**config.mk**
```make
export PLATFORM = sky130hd
export DESIGN_NAME = tuple_record_deserializer
export DESIGN_NICKNAME = d
export VERILOG_FILES = /design/src/hdl/trd_pkg.sv /design/src/hdl/trd_step.sv /design/src/hdl/tuple_record_deserializer.sv
export SDC_FILE = /design/constraint.sdc
export NUM_CORES = 1
export LEC_CHECK = 0
export BUFFER_PORTS_ARGS = -buffer_cell sky130_fd_sc_hd__buf_2
export CORE_ASPECT_RATIO = 0.75
export CORE_MARGIN = 8
export CORE_UTILIZATION = 45
export DETAILED_ROUTE_END_ITERATION = 12
export GPL_ROUTABILITY_DRIVEN = 1
export PLACE_DENSITY = 0.67
export SYNTH_ARGS = -nofsm -noshare
export SYNTH_HDL_FRONTEND = slang
export SYNTH_HIERARCHICAL = 1
export SYNTH_SLANG_ARGS = --single-unit
```
**constraint.sdc**
```tcl
create_clock -name clk -period 9 [get_ports clk]
set_clock_uncertainty 0.05 [all_clocks]
set_input_delay 0.45 -clock clk [delete_from_list [all_inputs] [get_ports clk]]
set_output_delay 0.45 -clock clk [all_outputs]
set_load 0.03 [all_outputs]
```
**src/hdl/trd_pkg.sv**
```systemverilog
// ----------------------------------------------------------------------------
// trd_pkg
// Shared types and codes for the row tuple deserializer.
// ----------------------------------------------------------------------------
package trd_pkg;

    localparam int MAX_ATTRS = 8;
    localparam int CFG_W     = 64;

    // Register indexes on the configuration port
    localparam logic [1:0] REG_ATTR_COUNT   = 2'd0;
    localparam logic [1:0] REG_ATTR_KINDS   = 2'd1;
    localparam logic [1:0] REG_ATTR_LENGTHS = 2'd2;

    // Byte roles
    localparam logic [1:0] ROLE_BITMAP = 2'd0;
    localparam logic [1:0] ROLE_PREFIX = 2'd1;
    localparam logic [1:0] ROLE_DATA   = 2'd2;
    localparam logic [1:0] ROLE_STRAY  = 2'd3;

    // Attribute kinds (kind 3 behaves as by-reference)
    localparam logic [1:0] KIND_VALUE = 2'd0;

    typedef struct packed {
        logic [7:0] data_byte;
        logic       row_start;
        logic       has_nulls;
    } item_t;

    typedef struct packed {
        logic [1:0]         byte_role;
        logic [2:0]         attr_index;
        logic [31:0]        byte_in_attr;
        logic               attr_done;
        logic signed [63:0] scalar_value;
        logic               row_done;
        logic [7:0]         null_mask;
        logic               format_error;
    } result_t;

    typedef struct packed {
        logic        active;
        logic [2:0]  attr;
        logic [31:0] cnt;
        logic [31:0] vlen;
        logic [7:0]  present;
        logic [63:0] acc;
    } parse_state_t;

endpackage

```
**src/hdl/trd_step.sv**
```systemverilog
// ----------------------------------------------------------------------------
// trd_step
// Per-word parse step: tags one row byte and works out the next parse state.
// ----------------------------------------------------------------------------
module trd_step (
    input  trd_pkg::parse_state_t st,
    input  trd_pkg::item_t        item,
    input  logic [3:0]            attr_count,
    input  logic [15:0]           attr_kinds,
    input  logic [63:0]           attr_lengths,
    output trd_pkg::parse_state_t st_next,
    output trd_pkg::result_t      res
);
    import trd_pkg::*;

    logic [3:0]   eff_count;
    logic [7:0]   cmask;
    parse_state_t work;
    logic [1:0]   kind;
    logic [7:0]   len;
    logic [63:0]  acc_new;
    logic [31:0]  vl_new;
    logic         done;
    logic         err;
    logic [3:0]   first_bm;
    logic [3:0]   first_nx;

    // Lowest set bit of m at or above start; bit 3 of the result flags a hit
    function automatic logic [3:0] first_present(input logic [7:0] m,
                                                 input logic [3:0] start);
        logic [3:0] r;
        r = 4'd0;
        for (int i = MAX_ATTRS - 1; i >= 0; i--)
        begin
            if (m[i] && (4'(i) >= start))
            begin
                r = {1'b1, 3'(i)};
            end
        end
        return r;
    endfunction

    // Clamp the attribute count and build its mask
    always_comb
    begin
        if (attr_count == 4'd0)
        begin
            eff_count = 4'd1;
        end
        else if (attr_count > 4'(MAX_ATTRS))
        begin
            eff_count = 4'(MAX_ATTRS);
        end
        else
        begin
            eff_count = attr_count;
        end
        for (int i = 0; i < MAX_ATTRS; i++)
        begin
            cmask[i] = (4'(i) < eff_count);
        end
    end

    // Apply a row start before the byte is parsed
    always_comb
    begin
        work = st;
        if (item.row_start)
        begin
            work.present = item.has_nulls ? item.data_byte : 8'hFF;
            work.active  = 1'b1;
            work.attr    = 3'd0;
            work.cnt     = 32'd0;
            work.vlen    = 32'd0;
            work.acc     = 64'd0;
        end
    end

    assign kind     = attr_kinds[{work.attr, 1'b0} +: 2];
    assign len      = attr_lengths[{work.attr, 3'b000} +: 8];
    assign first_bm = first_present(work.present & cmask, 4'd0);
    assign first_nx = first_present(work.present & cmask, {1'b0, work.attr} + 4'd1);

    // Tag the byte and advance the parse
    always_comb
    begin
        st_next = work;
        res     = '0;
        done    = 1'b0;
        err     = 1'b0;
        acc_new = work.acc;
        vl_new  = work.vlen;

        if (item.row_start && item.has_nulls)
        begin
            res.byte_role = ROLE_BITMAP;
            if (!first_bm[3])
            begin
                st_next.active = 1'b0;
                st_next.attr   = 3'd0;
                res.row_done   = 1'b1;
                res.null_mask  = ~work.present & cmask;
            end
            else
            begin
                st_next.attr = first_bm[2:0];
            end
        end
        else if (!work.active)
        begin
            res.byte_role = ROLE_STRAY;
        end
        else
        begin
            res.attr_index   = work.attr;
            res.byte_in_attr = work.cnt;
            if (kind == KIND_VALUE)
            begin
                res.byte_role = ROLE_DATA;
                if (len != 8'd1 && len != 8'd2 && len != 8'd4 && len != 8'd8)
                begin
                    err = 1'b1;
                end
                else
                begin
                    if (work.cnt < 32'd8)
                    begin
                        acc_new = work.acc
                                | (64'(item.data_byte) << {work.cnt[2:0], 3'b000});
                    end
                    st_next.acc = acc_new;
                    if ((33'(work.cnt) + 33'd1) >= 33'(len))
                    begin
                        done = 1'b1;
                        case (len)
                            8'd1:    res.scalar_value = {{56{acc_new[7]}}, acc_new[7:0]};
                            8'd2:    res.scalar_value = {{48{acc_new[15]}}, acc_new[15:0]};
                            8'd4:    res.scalar_value = {{32{acc_new[31]}}, acc_new[31:0]};
                            default: res.scalar_value = acc_new;
                        endcase
                    end
                end
            end
            else if (len != 8'd0)
            begin
                res.byte_role = ROLE_DATA;
                done = (33'(work.cnt) + 33'd1) >= 33'(len);
            end
            else if (work.cnt < 32'd4)
            begin
                // Assemble the little-endian length prefix
                res.byte_role = ROLE_PREFIX;
                vl_new = work.vlen | (32'(item.data_byte) << {work.cnt[1:0], 3'b000});
                st_next.vlen = vl_new;
                if (work.cnt[1:0] == 2'd3)
                begin
                    if (vl_new[31])
                    begin
                        err = 1'b1;
                    end
                    else if (vl_new == 32'd0)
                    begin
                        done = 1'b1;
                    end
                end
            end
            else
            begin
                res.byte_role = ROLE_DATA;
                done = (34'(work.cnt) + 34'd1) >= (34'd4 + 34'(work.vlen));
            end

            if (err)
            begin
                res.format_error = 1'b1;
                st_next.active   = 1'b0;
            end
            else if (done)
            begin
                // Move on to the next present attribute, or close the row
                res.attr_done = 1'b1;
                st_next.cnt   = 32'd0;
                st_next.vlen  = 32'd0;
                st_next.acc   = 64'd0;
                if (!first_nx[3])
                begin
                    st_next.active = 1'b0;
                    st_next.attr   = 3'd0;
                    res.row_done   = 1'b1;
                    res.null_mask  = ~work.present & cmask;
                end
                else
                begin
                    st_next.attr = first_nx[2:0];
                end
            end
            else if (work.cnt != 32'hFFFF_FFFF)
            begin
                st_next.cnt = work.cnt + 32'd1;
            end
        end
    end

endmodule

```
**src/hdl/tuple_record_deserializer.sv**
```systemverilog
// ----------------------------------------------------------------------------
// tuple_record_deserializer
// Tags each byte of a serialized row against the schema held in registers.
// ----------------------------------------------------------------------------
// The result word for an accepted byte is registered and is shown in the following cycle.
// Throughput: one byte per cycle while result_ready keeps the output free; the parse state and the
//   result register are both updated in the accepting cycle, so the per-byte step sets the rate.
// Reset: no open row, attribute count 1, kinds and lengths zero, result empty.
module tuple_record_deserializer (
    input  logic                  clk,
    input  logic                  rst_n,
    input  logic                  item_valid,
    output logic                  item_ready,
    input  trd_pkg::item_t        item,
    output logic                  result_valid,
    input  logic                  result_ready,
    output trd_pkg::result_t      result,
    input  logic                  cfg_we,
    input  logic [1:0]            cfg_index,
    input  logic [63:0]           cfg_data
);
    import trd_pkg::*;

    logic [3:0]   attr_count_reg;
    logic [15:0]  attr_kinds_reg;
    logic [63:0]  attr_lengths_reg;
    parse_state_t state_reg;
    parse_state_t state_next;
    result_t      res_reg;
    result_t      res_next;
    logic         res_valid_reg;
    logic         accept;

    assign item_ready   = !res_valid_reg || result_ready;
    assign accept       = item_valid && item_ready;
    assign result_valid = res_valid_reg;
    assign result       = res_reg;

    // Schema registers
    always_ff @(posedge clk or negedge rst_n)
    begin
        if (!rst_n)
        begin
            attr_count_reg   <= 4'd1;
            attr_kinds_reg   <= 16'd0;
            attr_lengths_reg <= 64'd0;
        end
        else if (cfg_we)
        begin
            case (cfg_index)
                REG_ATTR_COUNT:   attr_count_reg   <= cfg_data[3:0];
                REG_ATTR_KINDS:   attr_kinds_reg   <= cfg_data[15:0];
                REG_ATTR_LENGTHS: attr_lengths_reg <= cfg_data;
                default:          ;
            endcase
        end
    end

    trd_step u_step (
        .st           (state_reg),
        .item         (item),
        .attr_count   (attr_count_reg),
        .attr_kinds   (attr_kinds_reg),
        .attr_lengths (attr_lengths_reg),
        .st_next      (state_next),
        .res          (res_next)
    );

    // Advance the parse state on each accepted word
    always_ff @(posedge clk or negedge rst_n)
    begin
        if (!rst_n)
        begin
            state_reg.active  <= 1'b0;
            state_reg.attr    <= 3'd0;
            state_reg.cnt     <= 32'd0;
            state_reg.vlen    <= 32'd0;
            state_reg.present <= 8'hFF;
            state_reg.acc     <= 64'd0;
            res_valid_reg     <= 1'b0;
        end
        else
        begin
            if (accept)
            begin
                state_reg     <= state_next;
                res_valid_reg <= 1'b1;
            end
            else if (result_ready)
            begin
                res_valid_reg <= 1'b0;
            end
        end
    end

    // Hold the result word until it is taken
    always_ff @(posedge clk)
    begin
        if (accept)
        begin
            res_reg <= res_next;
        end
    end

    // A row only closes on a bitmap byte or on the last byte of an attribute
    a_row_done_source: assert property (@(posedge clk) disable iff (!rst_n)
        result_valid && result.row_done |->
            result.attr_done || result.byte_role == ROLE_BITMAP)
        else $error("row closed without a completing byte");

    // A stray byte carries no attribute and closes nothing
    a_stray_clean: assert property (@(posedge clk) disable iff (!rst_n)
        result_valid && result.byte_role == ROLE_STRAY |->
            result.attr_index == 3'd0 && result.byte_in_attr == 32'd0
            && !result.row_done && !result.attr_done)
        else $error("stray byte carries attribute data");

    // A format error abandons the row
    a_error_abandons: assert property (@(posedge clk) disable iff (!rst_n)
        accept && res_next.format_error |=> !state_reg.active)
        else $error("row still open after a format error");

    // An error byte never completes an attribute
    a_error_no_done: assert property (@(posedge clk) disable iff (!rst_n)
        result_valid && result.format_error |-> !result.attr_done && !result.row_done)
        else $error("error byte completes an attribute");

endmodule
```
==> implementation parameters <==
Parameter                              Value

Critical path
  Data required time at the worst endpoint ... 9.38 ns
  Data arrival time at the worst-slack endpoint ... approximately 7.3 ns
  Critical Path, Cell by Cell ... nand4_1, nor4_2, and3_1, nand3_1, or2_2, xor2_1, nor2_1, ha_1, nand3_1, nor3_1, and4_1, nand2_1, a211oi_1, a311oi_1, a21oi_1, o31a_1, o21a_1, buf_4, nor2_1, mux2_2
  Kind of start point of the critical path ... flip-flop
  Worst-path fanout max ... 25
  Type of element capturing the critical path ... flip-flop
  Type of the setup path with the least slack ... flip-flop to flip-flop
  Slowest stage cell on the critical path ... dfrtp_1
  Largest incremental delay on the critical path ... 0.79 ns

Clocking
  Max clock buf depth ... 3
  Number of CTS-inserted buffers ... 38
  TritonCTS clock tree ... done
  Clock Sinks ... ~340
  Latest clock arrival within the worst-skew pair ... 0.57 ns
  Root buffer cell ... clkbuf_16
  Maximum level of the CTS H-tree ... 2
  Clock-pin slew on the worst setup and hold paths ... 0.07 ns

Drt
  WL final ... 66,000 µm
  Wirelength per Cell ... 23.6 µm
  Overall via count from detail_route ... 17,464
  DRC ... 0
  Length of the first detailed-routing pass in iterations ... 7
  Number of vias per cell after detailed routing ... 6.23
  Number of DRC markers after the initial detailed-route iteration ... 2,078
  Routed Antenna Nets ... 0

Power and ir drop
  Pwr/cell area ... 219 mW/mm²
  IR drop worst, VDD ... 153 µV
  Leak ... 9.82 nW

STA
  Max-slew violation count ... 0
  Fraction of the cycle the final worst path needs ... 77.3%
  Final sum of negative setup slack ... 0 ns
  Fmax ... between 100 and 150 MHz
  Min setup slack post-route ... 2.04 ns
  Count of endpoints failing hold in the final timing report ... 0
  Worst slew slack as a fraction of its limit ... 17.9%
  RSZ-0062 raised after global routing ... false
  Endpoints failing setup ... 0
  Time the final worst path needs with I/O delays and setup ... 6.96 ns
  Measured slew at the worst slew-check pin ... around 1.2 ns

Run
  Max-capacitance violation count ... 0

Hold path
  Class of the most critical hold timing path ... primary input to flip-flop

Finish
  Count of fill cells added during filler insertion ... 4,182
  Total non-filler cell area in the finished layout ... 0.0235 mm²
  Final-stage net count ... 2,302
  Number of flip-flops in the largest register ... 140
  Number of antenna repair diodes ... 0
  Leading cell type in the layout, fill and taps excluded ... dfrtp_1
  Ratio of cells with drive above 1 in the final layout ... 26.7%
  Most frequent cells in the layout ... dfrtp_1, buf_2, nand2_1, nor2_1, a21oi_1
  Layout overhead on the synthesized area ... 12.1%

Die
  Number of top-level pins ... 195
  Total core area ... between 0.04 and 0.05 mm²
  Area of the die ... around 0.054 mm²
  Die extent in y ... a little over 200 µm
  Num rows ... 68
  Width of the die ... roughly 270 µm
  Starting density of the core ... 45.6%

GRT
  Global-route total usage across every layer ... a little under a quarter
  Total congestion overflow ... 0
  Largest net degree at the start of global routing ... 162
  Vias in the first global route ... 17,308
  Antenna violations before repair ... 2
  Wire length of the first global-routing pass ... 102,000 µm

Logic synthesis
  Cell types occupying the most area after synthesis ... dfrtp_1, edfxtp_1, mux2_2
  Synthesized Nets ... 2,191
  Share of the synthesized area in compound gates (AO/OA/AOI/OAI) ... between 10% and 20%
  Fraction of the mapped netlist area in adder cells ... about 2.6%
  Number of enable-type register cells in the synthesized netlist ... 112
  Area fraction of the dominant cell type after synthesis ... 25.8%
  Area leader, netlist ... dfrtp_1
  Portion of netlist area occupied by mux cells ... 15.4%
  Xor and xnor fraction of the mapped netlist area ... 2.83%
  Primary FF master, synth ... dfrtp_1
  Number of distinct library cells after synthesis ... 100
  Post-synthesis async set-or-reset flop share ... 66.8%
  Dominant combinational cell family by area after synthesis ... simple AND/OR/NAND/NOR gates
  Netlist area before placement ... 0.0209 mm²
  Part of the Yosys area used for sequential elements ... between 40% and 50%
  Area fraction in and, or, nand and nor cells after synthesis ... 18.1%
  Average size of a mapped cell ... 10.1 µm²
  Synth warnings ... 6
  Yosys reg bits ... 337
  Synthesized instance count ... 2,066

Placement
  Post-detail-place hpwl ... 45,000 µm
  Port bufs ... 194
  Placed cell areas ... 0.0222 mm²
  Routability Congestion ... approximately 0.92
  Setup Slack @ Placement ... 2.09 ns

Run status
  Outcome ... finished, final reports clean
-- power by group --
group | switching [mW] | internal [mW]
sequential | 0.151 | 1.73
clock | 0.683 | 0.903
combinational | 1.11 | 0.552
-- Yosys cell counts, drive strengths merged, types with 21 or more instances --
library cell	number
clkbuf	82
buf	79
nor4	29
nand4	34
o21ai	58
and2	33
dfrtp	216
xor2	21
nor2	163
and3	33
nand2	174
nor2b	82
a211oi	23
a21oi	157
ha	44
edfxtp	112
nand3	69
inv	37
nor3	41
xnor2	44
mux2	232
a31oi	57
-- repair_timing --
item | in CTS | in global routing
endpoints found under the hold margin | 78 | 0
endpoints found under the setup margin | 0 | 0
gates resized for setup | 0 | 0
buffers inserted | 0 | 0
hold buffers | 1 | 0
-- metrics by stage --
| stage | utilization, % | power, mW | std cells | hold WS, ns |
|---|---|---|---|---|
| after floorplan | - | 3.00 | 2066 | 0.104 |
| after CTS | 51.1 | 5.13 | 2802 | 0.0373 |
| after global placement | 48.3 | 3.50 | 2731 | 0.430 |
| after global routing | 51.1 | 5.34 | 2802 | 0.0479 |
| final | 51.1 | 5.13 | 2802 | 0.0592 |
| after detailed placement | 48.3 | 3.52 | 2731 | 0.437 |
-- cell type report --
type	count	area (µm²)	share of cell area, %
multi-input combinational	1531	11000	46.9
clock buffer	48	1050	4.48
timing repair buffer	232	1280	5.47
tap	595	744	3.17
inverter	37	139	0.592
clock inverter	22	226	0.965
sequential	337	9000	38.4
-- routing by layer --
| metal | global-route usage [%] | routed length [µm] | up-vias | share of wire [%] |
|---|---|---|---|---|
| li1 | - | - | 7786 | - |
| met1 | 33.9 | 29100 | 8643 | 44 |
| met2 | 36.4 | 29300 | 890 | 44 |
| met3 | 4.62 | 6010 | 141 | 9.1 |
| met4 | 6.39 | 1640 | 4 | 2.5 |
| met5 | 0 | 22 | - | 0.033 |
-- critical path, delay by kind of cell (launching register included) --
family,cells,cell delay [ns]
AND/OR/NAND/NOR,11,2.83
AO/OA/AOI/OAI,5,1.91
flip-flops,1,0.79
buffers and inverters,1,0.45
adder cells (fa/ha/maj),1,0.32
multiplexers,1,0.27
XOR/XNOR,1,0.17
-- cells by family after synthesis --
group                    Yosys count
flip-flops                       337
buffers and inverters            198
AND/OR/NAND/NOR                  732
multiplexers                     252
XOR/XNOR                          66
adder cells (fa/ha/maj)           44
AO/OA/AOI/OAI                    437
-- path summary, 6_finish.rpt --
path | start | endpoint | slack (ns) | cells past startpoint
min in group asynchronous | rst_n | state_reg[129] | 0.45 | 2
worst max register to register | state_reg[105] | state_reg[5] | 2.04 | 20
max in group asynchronous | rst_n | attr_lengths_reg[51] | 6.89 | 3
worst max-delay path | state_reg[105] | state_reg[5] | 2.04 | 20
worst min-delay path | item_valid | result_valid | 0.06 | 2
worst min register to register | attr_lengths_reg[51] | attr_lengths_reg[51] | 0.45 | 1
(Power assumes the default switching activity.)
